### src/rtl/nvd_pkg.sv
package nvd_pkg;

	localparam int ValueW   = 20;
	localparam int AccW     = 21;
	localparam int CountW   = 4;
	localparam int CodeW    = 5;
	localparam int OrdW     = 16;
	localparam int AsciiW   = 7;
	localparam int MaxNibblesDef = 7;

	localparam logic [CountW-1:0] CountSat  = 4'd15;
	localparam logic [CodeW-1:0]  LastCode  = 5'd25;
	localparam logic [AsciiW-1:0] BadLetter = 7'd65;

	typedef enum logic {
		OP_DATA  = 1'b0,
		OP_START = 1'b1
	} op_t;

	localparam logic [AsciiW-1:0] UNMAP [26] = '{
		7'd65, 7'd69, 7'd73, 7'd79, 7'd85, 7'd83, 7'd84, 7'd82, 7'd89,
		7'd72, 7'd75, 7'd66, 7'd67, 7'd68, 7'd70, 7'd71, 7'd74, 7'd76,
		7'd77, 7'd78, 7'd80, 7'd81, 7'd86, 7'd87, 7'd88, 7'd90
	};

	typedef struct packed {
		op_t                op;
		logic [7:0]         data_byte;
		logic [ValueW-1:0]  start_value;
		logic [CodeW-1:0]   bucket_code;
		logic [OrdW-1:0]    target_ordinal;
	} item_t;

	typedef struct packed {
		logic [AsciiW-1:0]  letter_a;
		logic [AsciiW-1:0]  letter_b;
		logic [AsciiW-1:0]  letter_c;
		logic [AsciiW-1:0]  letter_d;
		logic [AsciiW-1:0]  letter_e;
		logic [ValueW-1:0]  word_value;
		logic [OrdW-1:0]    ordinal;
		logic               hit;
		logic               bad_code;
		logic               last;
	} result_t;

	// One decoded word waiting in the output queue, before letter unmap.
	typedef struct packed {
		logic [ValueW-1:0]  word_value;
		logic [OrdW-1:0]    ordinal;
		logic               hit;
		logic               overrun;
		logic [CodeW-1:0]   bucket_letter;
		logic               last;
	} entry_t;

	typedef struct packed {
		logic [1:0]         n;
		entry_t             first;
		entry_t             second;
	} push_t;

	function automatic logic code_bad(input logic [CodeW-1:0] code);
		return code > LastCode;
	endfunction

	function automatic logic [AsciiW-1:0] unmap_letter(input logic [CodeW-1:0] code);
		if (code > LastCode) begin
			return BadLetter;
		end
		return UNMAP[code];
	endfunction

endpackage

### src/rtl/nvd_item_if.sv
interface nvd_item_if import nvd_pkg::*; ();
	logic  valid;
	logic  ready;
	item_t data;

	modport source(output valid, output data, input ready);
	modport sink(input valid, input data, output ready);
endinterface

### src/rtl/nvd_result_if.sv
interface nvd_result_if import nvd_pkg::*; ();
	logic    valid;
	logic    ready;
	result_t data;

	modport source(output valid, output data, input ready);
	modport sink(input valid, input data, output ready);
endinterface

### src/rtl/nibble_varint_delta_word_decoder_unit.sv
// Delta-coded word decoder. A start transfer loads a bucket's base value,
// letter code and wanted ordinal; each data byte after it is decoded as two
// 3-bit nibble varints steps, low nibble first, and every finished varint
// yields one word result. One byte is taken per cycle while the queue has
// room for its words: the byte sits in an input register, both nibble steps
// resolve in one pass against the decoder state, and finished words go into
// a two-entry result queue; a result is offered once its byte's words are
// written there. The output gives one result per cycle while result.ready is
// high, so a byte that finishes two words waits until the queue drains to empty.
module nibble_varint_delta_word_decoder_unit import nvd_pkg::*; #(
	parameter int MAX_VARINT_NIBBLES = MaxNibblesDef
) (
	input  logic         clk,
	input  logic         arst_n,
	nvd_item_if.sink     item,
	nvd_result_if.source result
);

	push_t      push;
	logic [1:0] free;

	nvd_decode #(
		.MAX_VARINT_NIBBLES(MAX_VARINT_NIBBLES)
	) u_decode (
		.clk    (clk),
		.arst_n (arst_n),
		.item   (item),
		.free   (free),
		.push   (push)
	);

	nvd_result_queue u_queue (
		.clk    (clk),
		.arst_n (arst_n),
		.push   (push),
		.free   (free),
		.result (result)
	);

endmodule

### src/rtl/nvd_decode.sv
module nvd_decode import nvd_pkg::*; #(
	parameter int MAX_VARINT_NIBBLES = MaxNibblesDef
) (
	input  logic       clk,
	input  logic       arst_n,
	nvd_item_if.sink   item,
	input  logic [1:0] free,
	output push_t      push
);

	localparam logic [CountW-1:0] MaxCount = CountW'(MAX_VARINT_NIBBLES);

	logic              valid_s1;
	item_t             item_s1;
	logic              consume;

	logic [ValueW-1:0] value_q;
	logic [AccW-1:0]   acc_q;
	logic [CountW-1:0] count_q;
	logic [CodeW-1:0]  letter_q;
	logic [OrdW-1:0]   ord_q;
	logic [OrdW-1:0]   want_q;

	logic [3:0]        nib_lo, nib_hi;
	logic              fin_lo, fin_hi;
	logic [AccW-1:0]   acc_a, acc_mid, acc_b;
	logic [CountW-1:0] count_a, count_mid, count_b;
	logic [ValueW-1:0] value_a, value_mid, value_b;
	logic [OrdW-1:0]   ord_a, ord_mid, ord_b;
	entry_t            res_lo, res_hi;
	logic [1:0]        n_res;

	assign nib_lo = item_s1.data_byte[3:0];
	assign nib_hi = item_s1.data_byte[7:4];
	assign fin_lo = !nib_lo[3];
	assign fin_hi = !nib_hi[3];

	always_comb begin
		// low nibble
		acc_a   = {acc_q[AccW-4:0], nib_lo[2:0]};
		count_a = (count_q == CountSat) ? CountSat : count_q + 1'b1;
		value_a = value_q + acc_a[ValueW-1:0] + 1'b1;
		ord_a   = ord_q + 1'b1;

		acc_mid   = fin_lo ? '0 : acc_a;
		count_mid = fin_lo ? '0 : count_a;
		value_mid = fin_lo ? value_a : value_q;
		ord_mid   = fin_lo ? ord_a : ord_q;

		// high nibble continues from what the low one left
		acc_b   = {acc_mid[AccW-4:0], nib_hi[2:0]};
		count_b = (count_mid == CountSat) ? CountSat : count_mid + 1'b1;
		value_b = value_mid + acc_b[ValueW-1:0] + 1'b1;
		ord_b   = ord_mid + 1'b1;

		res_lo.word_value    = value_a;
		res_lo.ordinal       = ord_a;
		res_lo.hit           = (ord_a == want_q);
		res_lo.overrun       = (count_a > MaxCount);
		res_lo.bucket_letter = letter_q;
		res_lo.last          = !fin_hi;

		res_hi.word_value    = value_b;
		res_hi.ordinal       = ord_b;
		res_hi.hit           = (ord_b == want_q);
		res_hi.overrun       = (count_b > MaxCount);
		res_hi.bucket_letter = letter_q;
		res_hi.last          = 1'b1;

		n_res = (item_s1.op == OP_START) ? 2'd0 : {1'b0, fin_lo} + {1'b0, fin_hi};
	end

	assign consume    = valid_s1 && (free >= n_res);
	assign item.ready = !valid_s1 || consume;

	always_comb begin
		push.n      = consume ? n_res : 2'd0;
		push.first  = fin_lo ? res_lo : res_hi;
		push.second = res_hi;
	end

	always_ff @(posedge clk or negedge arst_n) begin
		if (!arst_n) begin
			valid_s1 <= 1'b0;
		end else if (item.ready) begin
			valid_s1 <= item.valid;
		end
	end

	always_ff @(posedge clk) begin
		if (item.valid && item.ready) begin
			item_s1 <= item.data;
		end
	end

	always_ff @(posedge clk or negedge arst_n) begin
		if (!arst_n) begin
			value_q  <= '0;
			acc_q    <= '0;
			count_q  <= '0;
			letter_q <= '0;
			ord_q    <= '0;
			want_q   <= '0;
		end else if (consume) begin
			if (item_s1.op == OP_START) begin
				value_q  <= item_s1.start_value;
				letter_q <= item_s1.bucket_code;
				want_q   <= item_s1.target_ordinal;
				ord_q    <= '0;
				acc_q    <= '0;
				count_q  <= '0;
			end else begin
				value_q <= fin_hi ? value_b : value_mid;
				ord_q   <= fin_hi ? ord_b : ord_mid;
				acc_q   <= fin_hi ? '0 : acc_b;
				count_q <= fin_hi ? '0 : count_b;
			end
		end
	end

endmodule

### src/rtl/nvd_result_queue.sv
module nvd_result_queue import nvd_pkg::*; (
	input  logic        clk,
	input  logic        arst_n,
	input  push_t       push,
	output logic [1:0]  free,
	nvd_result_if.source result
);

	entry_t     slot_q [2];
	entry_t     slot_d [2];
	logic [1:0] count_q;
	logic [1:0] count_pop;
	logic       pop;
	entry_t     head;

	assign pop       = result.valid && result.ready;
	assign count_pop = count_q - {1'b0, pop};
	assign free      = 2'd2 - count_pop;

	always_comb begin
		slot_d[0] = pop ? slot_q[1] : slot_q[0];
		slot_d[1] = slot_q[1];
		if (push.n != 2'd0) begin
			if (count_pop == 2'd0) begin
				slot_d[0] = push.first;
			end else begin
				slot_d[1] = push.first;
			end
		end
		// two results only arrive into an empty queue
		if (push.n == 2'd2) begin
			slot_d[1] = push.second;
		end
	end

	always_ff @(posedge clk or negedge arst_n) begin
		if (!arst_n) begin
			count_q <= '0;
		end else begin
			count_q <= count_pop + push.n;
		end
	end

	always_ff @(posedge clk) begin
		slot_q[0] <= slot_d[0];
		slot_q[1] <= slot_d[1];
	end

	assign head         = slot_q[0];
	assign result.valid = (count_q != 2'd0);

	always_comb begin
		result.data.letter_a   = unmap_letter(head.word_value[4:0]);
		result.data.letter_b   = unmap_letter(head.word_value[9:5]);
		result.data.letter_c   = unmap_letter(head.word_value[14:10]);
		result.data.letter_d   = unmap_letter(head.word_value[19:15]);
		result.data.letter_e   = unmap_letter(head.bucket_letter);
		result.data.word_value = head.word_value;
		result.data.ordinal    = head.ordinal;
		result.data.hit        = head.hit;
		result.data.bad_code   = head.overrun
			|| code_bad(head.word_value[4:0]) || code_bad(head.word_value[9:5])
			|| code_bad(head.word_value[14:10]) || code_bad(head.word_value[19:15])
			|| code_bad(head.bucket_letter);
		result.data.last       = head.last;
	end

endmodule

### src/flat_wrapper.sv
// flat-port wrapper written by rule: the top's interface ports become plain ports
module nibble_varint_delta_word_decoder_unit_flat import nvd_pkg::*;
#(
	parameter int MAX_VARINT_NIBBLES = MaxNibblesDef
)
  (clk, arst_n, item_valid, item_data, item_ready, result_valid, result_data, result_ready);
  nvd_item_if item_i ();
  nvd_result_if result_i ();
  input  logic clk;
  input  logic arst_n;
  input wire logic [$bits(item_i.valid)-1:0] item_valid;
  input wire logic [$bits(item_i.data)-1:0] item_data;
  output wire logic [$bits(item_i.ready)-1:0] item_ready;
  output wire logic [$bits(result_i.valid)-1:0] result_valid;
  output wire logic [$bits(result_i.data)-1:0] result_data;
  input wire logic [$bits(result_i.ready)-1:0] result_ready;
  assign item_i.valid = item_valid;
  assign item_i.data = item_data;
  assign item_ready = item_i.ready;
  assign result_valid = result_i.valid;
  assign result_data = result_i.data;
  assign result_i.ready = result_ready;
  nibble_varint_delta_word_decoder_unit #(.MAX_VARINT_NIBBLES(MAX_VARINT_NIBBLES)) u_core (.clk(clk), .arst_n(arst_n), .item(item_i), .result(result_i));
endmodule
### config.mk
export PLATFORM = sky130hd
export DESIGN_NAME = nibble_varint_delta_word_decoder_unit_flat
export DESIGN_NICKNAME = d
export VERILOG_FILES = /design/src/rtl/nvd_pkg.sv /design/src/rtl/nvd_item_if.sv /design/src/rtl/nvd_result_if.sv /design/src/rtl/nibble_varint_delta_word_decoder_unit.sv /design/src/rtl/nvd_decode.sv /design/src/rtl/nvd_result_queue.sv /design/src/flat_wrapper.sv
export SDC_FILE = /design/constraint.sdc
export NUM_CORES = 1
export LEC_CHECK = 0
export BUFFER_PORTS_ARGS = -buffer_cell sky130_fd_sc_hd__buf_2
export CORE_MARGIN = 1
export CORE_UTILIZATION = 24
export DETAILED_ROUTE_END_ITERATION = 8
export HOLD_SLACK_MARGIN = 0.05
export PLACE_DENSITY = 0.38
export SYNTH_ARGS = -nofsm -noshare
export SYNTH_HDL_FRONTEND = slang
export SYNTH_SLANG_ARGS = --single-unit
### constraint.sdc
create_clock -name clk -period 9.45 [get_ports clk]
set_clock_uncertainty 0.2 [all_clocks]
set_input_delay 1.89 -clock clk [delete_from_list [all_inputs] [get_ports clk]]
set_output_delay 1.89 -clock clk [all_outputs]
set_load 0.05 [all_outputs]
==> impl.org, run 1 <==
** Final layout
- Finished Core Util :: 27.7%
- Once layout is done, the placed cells without fillers occupy 17200 µm².
- Layout overhead on the synthesized area :: 13.3%
- Antenna diodes :: 0
- At the end of the flow, the number of nets in the layout was approximately 1800.
- Excluding fillers, the count of instances in the completed layout stands at about 2500.
- Cells with a size suffix above 1 make up 14.3% of the layout.

** Worst setup path
- The slowest stage of the critical path is the sky130_fd_sc_hd__buf_4 cell.
- Cell seen most often among critical-path stages :: sky130_fd_sc_hd__ha_1
- Worst R2R Path Depth :: 22
- STA classifies the critical path endpoint as an output pin.
- In this run the critical register-to-register path is launched from u_core.u_decode.acc_a[0].
- In this run the critical register-to-register path is captured at u_core.u_queue.slot_q[0][84].
- For flop-to-flop paths, the worst setup slack is between 3 and 4 ns.
- Traced cell by cell, the critical path runs through buf_2, nand2_1, buf_4, inv_1, ha_1, xnor2_1, ha_1, inv_1, ha_1, a21oi_1, nand2_1, buf_2.
- Crit Path Class :: in2out
- STA puts the critical path data required time at about 7.4 ns.
- Nature of the critical path startpoint :: primary input
- Crit path DAT :: 4.19 ns
- In this design, the stage delay of the slowest critical-path cell is 0.37 ns.
- Critical-path maximum fanout :: 35

** Clock tree
- The tree built by TritonCTS fans out to ~220 sinks.
- Root Buffer Master :: sky130_fd_sc_hd__clkbuf_16
- TritonCTS clock tree :: built
- In this run the number of H-tree levels came out at 1.
- Later-pin clock latency in the skew report :: ~0.56 ns
- In this run the deepest clock path goes through 3 buffers.
- After clock tree synthesis, the repair step resized 0 gates.
- Clock buffer count from CTS :: 28
- Once the clock tree was built, the setup fixing pass inserted 0 buffers.
- In this run, post-CTS hold repair placed 0 buffers.
- Clock-pin slew was measured on the worst setup and hold paths at about 0.05 ns.

** Place
- Detailed placement ended at an HPWL of about 36000 µm.
- Including well taps, the total number of placed cells is 2494.
- The count of buffers added on input and output ports is between 100 and 150.
- Post-Place Cell Area :: about 16000 µm²
- Final Wtd Congestion :: around 0.80

** Timing
- Hold Fails Final Rpt :: 0
- Maximum operating frequency :: 0.159 GHz
- For the pin with the worst max-slew slack, the measured transition is 1.11 ns.
- Setup repair after global routing left no endpoint under its margin.
- In the finished design, the share of the clock period the worst path needs comes to between 60% and 70%.
- The max-slew violation total from the final report is 0.
- For the finished layout, the period the worst path requires is 6.28 ns.
- Setup total negative slack :: 0 ns
- Setup violations remaining at the end of the flow were counted as 0.
- Normalized max-slew margin :: between 20% and 30%

** Worst hold path
- Class of the worst hold path :: reg2reg
- Along the worst hold path, the cell count comes to 1.
- End point of the worst hold path :: u_core.u_decode.want_q[3]
- The worst hold path begins at u_core.u_decode.item_s1[3].

** Synth
- Yosys cell types :: 87
- Averaged over all synthesized cells, the footprint is about 9 µm².
- Xor/xnor cell area share of the yosys netlist :: 6.80%
- Adder and majority gate portion of the synthesized area :: about 7.3%
- The portion of synthesized area spent on multiplexers is 4.85%.
- The synthesized design spends more area on one cell type than any other, namely sky130_fd_sc_hd__edfxtp_1.
- Number of flip-flops and latches in the synthesized netlist :: around 220
- Share of async-settable or async-resettable flops after synthesis :: roughly 37%
- After Yosys synthesis, and, or, nand and nor cells account for 16.1% of the synthesized area.
- Number of flops mapped to enable cells by yosys :: slightly above 90
- After technology mapping, the gate count stands at about 1700.
- Post-synthesis cell area :: approximately 15000 µm²
- During synthesis, Yosys emitted a total of 0 warnings.
- Fraction of post-synthesis cell area in the top cell type by area :: a little under a fifth
- By area, the combinational part of the netlist is dominated by compound AO/OA/AOI/OAI gates.
- Leading register cell type out of synthesis :: sky130_fd_sc_hd__edfxtp_1
- After synthesis, the cell types taking the most area are sky130_fd_sc_hd__edfxtp_1 (18%), sky130_fd_sc_hd__dfrtp_1 (13%), sky130_fd_sc_hd__ha_1 (7.1%).
- Summing the areas of all compound-gate instances in the mapped netlist gives roughly a fifth of the synthesized area.
- For this run, the register share of the synthesized area comes to 37.6%.

** Flow run
- Max-cap violations in this run came to 0.

** Drt
- Per-cell routed wire length :: 19.2 µm
- For this block, the initial DRC count from the detailed router was 943.
- Detailed routing inserted a total of 12400 vias.
- Using the TritonRoute via totals, the vias-per-cell ratio works out to about 4.9.
- Antenna-violating nets left :: 0
- Number of DRC violations after detailed routing :: 0
- Before antenna repair, the detailed router went through 5 iterations.
- For this block, the routed nets add up to slightly below 50000 µm of wire.

** Global routing
- Grt total ovfl :: 0
- In the global route stage, overall resource usage came out at between 10 and 15%.
- First-pass GRT wire length :: roughly 74000 µm
- The via count of the first global-routing pass is approximately 12000.
- The number of antenna violations at the first check in global routing came to 0.
- Entering global routing, the biggest net connects between 70 and 80 pins.

** Floorplan
- Width of the die :: ~250 µm
- After floorplanning, the core was sized to cover roughly 62000 µm².
- Row count :: 91
- Die boundary height :: between 200 and 300 µm
- Initial cell density of the core :: 24.5%
- I/O pins :: 130
- DIE AREA :: 64400 µm²

** Outcome
- The run finished with clean final reports.
## placed cells by master (no fill, tap or decap), drive strengths merged, types with 6 or more instances in the layout
| master | count |
|---|---|
| clkbuf | 38 |
| nand2b | 21 |
| o21ai | 102 |
| and2 | 51 |
| a21oi | 119 |
| o22ai | 27 |
| ha | 86 |
| edfxtp | 93 |
| a2111oi | 6 |
| xnor3 | 6 |
| nor2 | 121 |
| nor3b | 6 |
| nor3 | 40 |
| or3 | 14 |
| conb | 10 |
| a31oi | 17 |
| a211oi | 65 |
| o21a | 17 |
| nand2 | 141 |
| buf | 138 |
| a21o | 36 |
| and3 | 7 |
| mux2 | 28 |
| dfrtp | 81 |
| o211ai | 11 |
| clkinv | 11 |
| o21bai | 6 |
| dfxtp | 45 |
| nor2b | 10 |
| xnor2 | 59 |
| a22o | 22 |
| or2 | 6 |
| nor4 | 9 |
| mux2i | 31 |
| nand4 | 20 |
| o31ai | 10 |
| xor2 | 38 |
| nand3 | 28 |
| inv | 53 |
## registers in the layout, summed over array words and instances (netlist names)
register	count
u_core.u_queue.count_q	2
u_core.u_decode.want_q	16
u_core.u_decode.acc_b	3
u_core.u_decode.value_q	20
u_core.u_decode.ord_q	16
u_core.u_decode.acc_q	17
u_core.u_decode.valid_s1	1
u_core.u_queue.slot_q	88
u_core.u_decode.item_s1	44
u_core.u_decode.count_q	4
u_core.u_decode.acc_a	3
u_core.u_decode.letter_q	5
## per-stage QoR
stage	hold WS [ns]	setup WS, ns
6_report	0.275	3.17
5_1_grt	0.295	2.94
4_1_cts	0.283	3.12
3_5_place_dp	0.270	3.01
3_3_place_gp	0.271	2.99
2_1_floorplan	0.250	3.33
## Yosys cell counts (6+ instances only)
| cell | number |
|---|---|
| sky130_fd_sc_hd__buf_4 | 49 |
| sky130_fd_sc_hd__o21a_1 | 17 |
| sky130_fd_sc_hd__nor3_1 | 40 |
| sky130_fd_sc_hd__nor3b_1 | 6 |
| sky130_fd_sc_hd__a31oi_1 | 17 |
| sky130_fd_sc_hd__mux2_2 | 28 |
| sky130_fd_sc_hd__o31ai_1 | 10 |
| sky130_fd_sc_hd__nand4_1 | 19 |
| sky130_fd_sc_hd__dfrtp_1 | 81 |
| sky130_fd_sc_hd__a21o_1 | 36 |
| sky130_fd_sc_hd__nor2_1 | 120 |
| sky130_fd_sc_hd__o211ai_1 | 11 |
| sky130_fd_sc_hd__o21bai_1 | 6 |
| sky130_fd_sc_hd__nand2b_1 | 21 |
| sky130_fd_sc_hd__or3_1 | 14 |
| sky130_fd_sc_hd__a22o_1 | 22 |
| sky130_fd_sc_hd__xnor2_1 | 57 |
| sky130_fd_sc_hd__ha_1 | 86 |
| sky130_fd_sc_hd__edfxtp_1 | 93 |
| sky130_fd_sc_hd__dfxtp_1 | 45 |
| sky130_fd_sc_hd__nor4_1 | 8 |
| sky130_fd_sc_hd__and3_1 | 7 |
| sky130_fd_sc_hd__buf_1 | 6 |
| sky130_fd_sc_hd__nor2b_1 | 10 |
| sky130_fd_sc_hd__a21oi_1 | 119 |
| sky130_fd_sc_hd__a211oi_1 | 64 |
| sky130_fd_sc_hd__nand3_1 | 28 |
| sky130_fd_sc_hd__o21ai_0 | 101 |
| sky130_fd_sc_hd__inv_1 | 53 |
| sky130_fd_sc_hd__and2_1 | 51 |
| sky130_fd_sc_hd__xnor3_1 | 6 |
| sky130_fd_sc_hd__or2_2 | 6 |
| sky130_fd_sc_hd__clkbuf_1 | 92 |
| sky130_fd_sc_hd__o22ai_1 | 27 |
| sky130_fd_sc_hd__xor2_1 | 38 |
| sky130_fd_sc_hd__nand2_1 | 141 |
| sky130_fd_sc_hd__mux2i_1 | 31 |
## critical path, delay by kind of cell
family / cells / cell delay (ns)
and+or+nand+nor: 2 / 0.20
adders and majority gates: 3 / 0.71
AOI/OAI and AO/OA: 1 / 0.24
buffers and inverters: 5 / 0.89
xor gates and xnor gates: 1 / 0.23
## cell families after synthesis
group / count (synthesis)
AND/OR/NAND/NOR: 494
AO/OA/AOI/OAI: 487
flip-flops: 219
buffers and inverters: 206
XOR/XNOR: 104
adder cells (fa/ha/maj): 88
multiplexers: 64
other: 2
## worst max path at each step
stage | startpoint | cells past startpoint | to
final | result_ready | 12 | item_ready
after detailed placement | result_ready | 15 | u_core.u_queue.slot_q[0][46]
after CTS | result_ready | 12 | item_ready
after floorplan | result_ready | 11 | item_ready
after global routing | result_ready | 12 | item_ready
after global placement | result_ready | 15 | u_core.u_queue.slot_q[0][46]
## layout make-up
class                   instances  area [µm²]
flip-flops and latches        219        5720
clock inverters                14         160
clock buffers                  38         800
repair buffers                138         741
well taps                     837        1050
fillers                      6681       44900
inverters                      53         199
multi-input cells            1247        8570
## metal layers
layer  track usage, %  up-vias  share of wire [%]  routed length (µm)
met4             3.56        0                2.0                 967
met3             1.52       60                4.7                2270
met5                0        -                  0                   0
met2             21.9      313                 42               20500
li1                 -     6050                  -                   -
met1             22.9     5928                 51               25100
Power of run 1 is left out: the tool's default activity adds up to more than one toggle a clock period on the data nets, which glitch-free logic cannot reach.
==> run 2, diff against run 1 <==
Settings changed: ABC_AREA set to 1, PLACE_DENSITY 0.38 to 0.39.
Clock period 9.45 ns to 5.5 ns, I/O delays scaled along.
==> run 2 against run 1 <==
  * Global-route usage rose by 0.86 points
  * Flip-flop and latch count stayed put
  * Non-clock buffer count up 4
  * Via count up 6.0%
  * Synthesized cell count rose by 16%
  * First-iteration DRC count rose by 4.3%
  * Final cell count up 10%
  * Worst hold slack worse by 0.029 ns
  * Area after synthesis shrank 3.8%
  * Critical endpoint is now u_core.u_queue.slot_q[0][87]
  * Critical path depth rose by 16
  * Die area down 3.8%
==> impl.org, run 2 <==
** Outcome
- Run status :: completed (unchanged)

** Global routing
- The combined global-route utilization of all metal layers was 15.7% (was 14.9%).
- Initial antenna violation count :: 0 (unchanged)
- Pin count of the biggest net entering global routing :: 51 (was 74)
- The wire length of the first global-routing pass was 76300 µm (was 74500 µm).
- The global route total overflow came to 0 (unchanged).
- The via count of the first global-routing pass came to 12600 (was 11800).

** Drt
- The final routed wirelength across all metal layers came to 49900 µm (was 48900 µm).
- TritonRoute pass-1 iters :: 7 (was 5)
- The number of violations reported at the end of detailed-routing iteration 0 was 984 (was 943).
- Per-cell routed wire length :: 17.8 µm (was 19.2 µm)
- Antenna-violating nets left :: 0 (unchanged)
- Average vias per placed instance :: 4.67 (was 4.85)
- The vias after detailed routing is 13100 (was 12400).
- The number of design rule violations left after detail routing is 0 (unchanged).

** Worst setup path
- The critical register-to-register path startpoint is u_core.u_decode.value_q[0] (was u_core.u_decode.acc_a[0]).
- Crit path buffers/inverters :: 3 (was 5)
- Kind of cell adding the most delay to the critical path :: simple AND/OR/NAND/NOR gates (was buffers and inverters)
- Crit Path Class :: reg2reg (was in2out)
- The worst endpoint data arrival time was 5.08 ns (was 4.19 ns).
- Critical-path maximum fanout :: 5 (was 35)
- The worst reg2reg path depth came to 28 (was 22).
- The most numerous cell on the critical path is sky130_fd_sc_hd__nand2_1 (was sky130_fd_sc_hd__ha_1).
- The start point of the critical path is u_core.u_decode.value_q[0] (was result_ready).
- The cell with the biggest individual delay on the critical path was sky130_fd_sc_hd__fa_1 (was sky130_fd_sc_hd__buf_4).
- Critical R2R Capture :: u_core.u_queue.slot_q[0][87] (was u_core.u_queue.slot_q[0][84])
- The launching element type of the critical path is a register (was primary input).
- The reg2reg setup slack is 0.55 ns (was 3.85 ns).
- The maximum cell stage delay along the critical path is 0.42 ns (was 0.37 ns).
- The sort of element at the end of the critical path was a register (was output pin).
- Data required, critical path :: 5.63 ns (was 7.36 ns)

** Place
- The port buffer count was 119 (unchanged).
- The final estimated routing congestion in global placement is 0.871 (was 0.802).
- The placed wire-length estimate after detailed placement came to 37400 µm (was 35600 µm).

** Clock tree
- The CTS buffer count was 28 (unchanged).
- Buffer levels on the longest clock path :: 3 (unchanged)
- The CTS tree is built (unchanged).
- The number of H-tree levels came to 1 (unchanged).
- The number of clock sinks seen by CTS was 219 (unchanged).
- The post-CTS setup buffer count is 0 (unchanged).
- Root Buffer Master :: sky130_fd_sc_hd__clkbuf_16 (unchanged)
- Clock edge transition at the registers on the reported setup and hold paths :: 0.06 ns (was 0.05 ns)
- The clock latency of the later-clocked register in the worst-skew pair is 0.57 ns (was 0.56 ns).

** Final layout
- Ratio of cells with drive above 1 in the final layout :: 13.1% (was 14.3%)
- Max reg flops :: 88 (unchanged)
- The register bank with the most flops is u_core.u_queue.slot_q (unchanged).
- The number of antenna repair diodes is 0 (unchanged).
- Layout overhead on the synthesized area :: 15.2% (was 13.3%)
- The filler cell count in the final layout is 6567 (was 6681).
- Net count reported at finish :: 2140 (was 1829)
- Top library cells by usage in the layout, fill and taps aside :: sky130_fd_sc_hd__nand2_1 (517), sky130_fd_sc_hd__inv_1 (206), sky130_fd_sc_hd__o21ai_0 (183), sky130_fd_sc_hd__nor2_1 (118), sky130_fd_sc_hd__buf_2 (118) (was sky130_fd_sc_hd__nand2_1 (140), sky130_fd_sc_hd__a21oi_1 (119), sky130_fd_sc_hd__nor2_1 (119), sky130_fd_sc_hd__buf_2 (118), sky130_fd_sc_hd__o21ai_0 (101))
- The leading cell type in the layout, fill and taps excluded is sky130_fd_sc_hd__nand2_1 (unchanged).
- Largest registers: u_core.u_queue.slot_q x88, u_core.u_decode.item_s1 x44, u_core.u_decode.value_q x20 (unchanged).

** Synth
- Fraction of post-synthesis cell area in the top cell type by area :: 19.1% (was 18.4%)
- Number of flops mapped to enable cells by yosys :: 93 (unchanged)
- Mapped Avg Cell Area :: 7.58 µm² (was 9.14 µm²)
- Simple-gate share of the synthesized area :: 25.0% (was 16.1%)
- Cell types with the highest counts after synthesis :: sky130_fd_sc_hd__nand2_1 (518), sky130_fd_sc_hd__inv_1 (207), sky130_fd_sc_hd__o21ai_0 (183) (was sky130_fd_sc_hd__nand2_1 (141), sky130_fd_sc_hd__nor2_1 (120), sky130_fd_sc_hd__a21oi_1 (119))
- Yosys cell types :: 54 (was 87)
- Leading area contributor after synthesis :: sky130_fd_sc_hd__edfxtp_1 (unchanged)
- Xor/xnor cell area share of the yosys netlist :: 1.68% (was 6.80%)
- Synthesized netlist cell count :: 1931 (was 1664)
- Synth warnings :: 0 (unchanged)
- Number of flip-flops and latches in the synthesized netlist :: 219 (unchanged)
- The async set-reset flop share out of synthesis was 37.0% (unchanged).
- Mux cell area share after synthesis :: 0.137% (was 4.85%)
- The post-synthesis share of cell area spent on full adders, half adders and majority gates was 7.63% (was 7.33%).
- The portion of the post-synthesis area used by sequential elements is 39.1% (was 37.6%).
- The post-synthesis instance area was 14600 µm² (was 15200 µm²).
- Leading cell types by total area after synthesis: sky130_fd_sc_hd__edfxtp_1 (19%), sky130_fd_sc_hd__dfrtp_1 (14%), sky130_fd_sc_hd__nand2_1 (13%) (was sky130_fd_sc_hd__edfxtp_1 (18%), sky130_fd_sc_hd__dfrtp_1 (13%), sky130_fd_sc_hd__ha_1 (7.1%)).
- The dominant combinational cell family by area after synthesis was simple AND/OR/NAND/NOR gates (was compound AO/OA/AOI/OAI gates).
- The share of the synthesized area in compound gates (AO/OA/AOI/OAI) came to 16.6% (was 20.9%).
- Leading cell type by number of instances after synthesis :: sky130_fd_sc_hd__nand2_1 (unchanged)
- Leading register cell type out of synthesis :: sky130_fd_sc_hd__edfxtp_1 (unchanged)

** Timing
- RSZ-0062 raised after global routing: false (unchanged).
- Tightest Pin Transition :: 0.946 ns (was 1.11 ns)
- The final count of hold timing violations was 0 (unchanged).
- The worst slew margin relative to its limit came to 36.5% (was 26.0%).
- The final-report setup violation count is 0 (unchanged).
- The max-slew violation total from the final report was 0 (unchanged).
- Maximum operating frequency :: a little over 0.2 GHz
- For the finished layout, the period the worst path requires is 4.95 ns.
- The post-route setup TNS is 0 ns (unchanged).
- Final cycle utilization of the critical path :: between 90% and 100%

** Worst hold path
- Hold Startpoint :: u_core.u_decode.item_s1[3] (unchanged)
- The cell depth of the worst min-delay path came to 2 (was 1).
- The worst hold-check path type was reg2reg (unchanged).
- The endpoint of the worst hold path is u_core.u_decode.want_q[3] (unchanged).

** Flow run
- MaxCap Viol Count :: 0 (unchanged)

** Floorplan
- The overall die area is 62000 µm² (was 64400 µm²).
- Initial cell density of the core :: 24.2% (was 24.5%)
- The y dimension of the die is 249 µm (was 254 µm).
- Width of the die :: 249 µm (was 254 µm)
- I/O pins :: 130 (unchanged)
- The placeable core region was 60400 µm² (was 62200 µm²).
- The number of cell rows was 90 (was 91).
[run 2: cell count changes after synthesis, sizes merged, moves of 28 or more]
| cell | previous run | this run |
|---|---|---|
| nand2 | 141 | 543 |
| inv | 53 | 213 |
| o21ai | 102 | 188 |
| nand3 | 28 | 101 |
| a211oi | 65 | 10 |
| xnor2 | 59 | 10 |
| and2 | 51 | 3 |
| clkbuf | 93 | 56 |
| a21o | 36 | 5 |
| mux2i | 31 | 2 |
| mux2 | 28 | 0 |
[run 2: cells by family after synthesis]
logic type               Yosys count
buffers and inverters            332
multiplexers                       2
adder cells (fa/ha/maj)           88
flip-flops                       219
XOR/XNOR                          28
other                              2
AO/OA/AOI/OAI                    423
AND/OR/NAND/NOR                  837
[run 2: stage by stage]
step | cells | hold WS (ns) | utilization [%] | cell area, µm² | worst slack, ns
floorplan | 1939 | 0.225 | - | 14700 | 0.0702
global placement | 2750 | 0.240 | 26.2 | 15800 | 0.526
detailed placement | 2750 | 0.238 | 26.2 | 15800 | 0.432
CTS | 2802 | 0.250 | 27.9 | 16800 | 0.416
global route | 2802 | 0.270 | 27.9 | 16900 | 0.0239
finish | 2802 | 0.246 | 27.9 | 16900 | 0.546
[run 2: how the worst max path moves through the flow]
stage                                         endpoint  slack [ns]  cells after the start
after floorplan           u_core.u_queue.slot_q[0][45]        0.07                     20
after global placement    u_core.u_queue.slot_q[0][87]        0.53                     28
after detailed placement  u_core.u_queue.slot_q[0][87]        0.43                     28
after CTS                 u_core.u_queue.slot_q[0][87]        0.42                     28
after global routing      u_core.u_queue.slot_q[0][86]        0.02                     25
final                     u_core.u_queue.slot_q[0][87]        0.55                     28
[run 2: what timing repair did]
| action | CTS | global route |
|---|---|---|
| endpoints found under the setup margin | 0 | 4 |
| hold buffers | 0 | 0 |
| gates resized for setup | 0 | 3 |
| endpoints found under the hold margin | 0 | 0 |
[run 2: final cells by class]
type	count	area, µm²	area share, %
multi-input combinational	1388	7540	44.7
sequential	219	5720	33.9
tap	782	978	5.80
inverter	219	823	4.88
timing repair buffer	142	796	4.72
clock buffer	30	739	4.38
clock inverter	22	269	1.60
[run 2: worst register-to-register path: cells and delay by family, from the launching register on]
kind	cells	cell delay, ns
and+or+nand+nor	15	1.80
adders and majority gates	3	1.06
buffers and inverters	3	0.23
AOI/OAI and AO/OA	7	1.08
DFF	1	0.34
[run 2: layer usage]
metal / track usage, % / up-vias / routed length, µm
li1: - / 6571 / -
met2: 23.7 / 317 / 21000
met5: 0 / - / 0
met4: 3.32 / 0 / 747
met3: 2.27 / 49 / 2790
met1: 23.5 / 6152 / 25400
Power of run 2 is left out for the same reason.
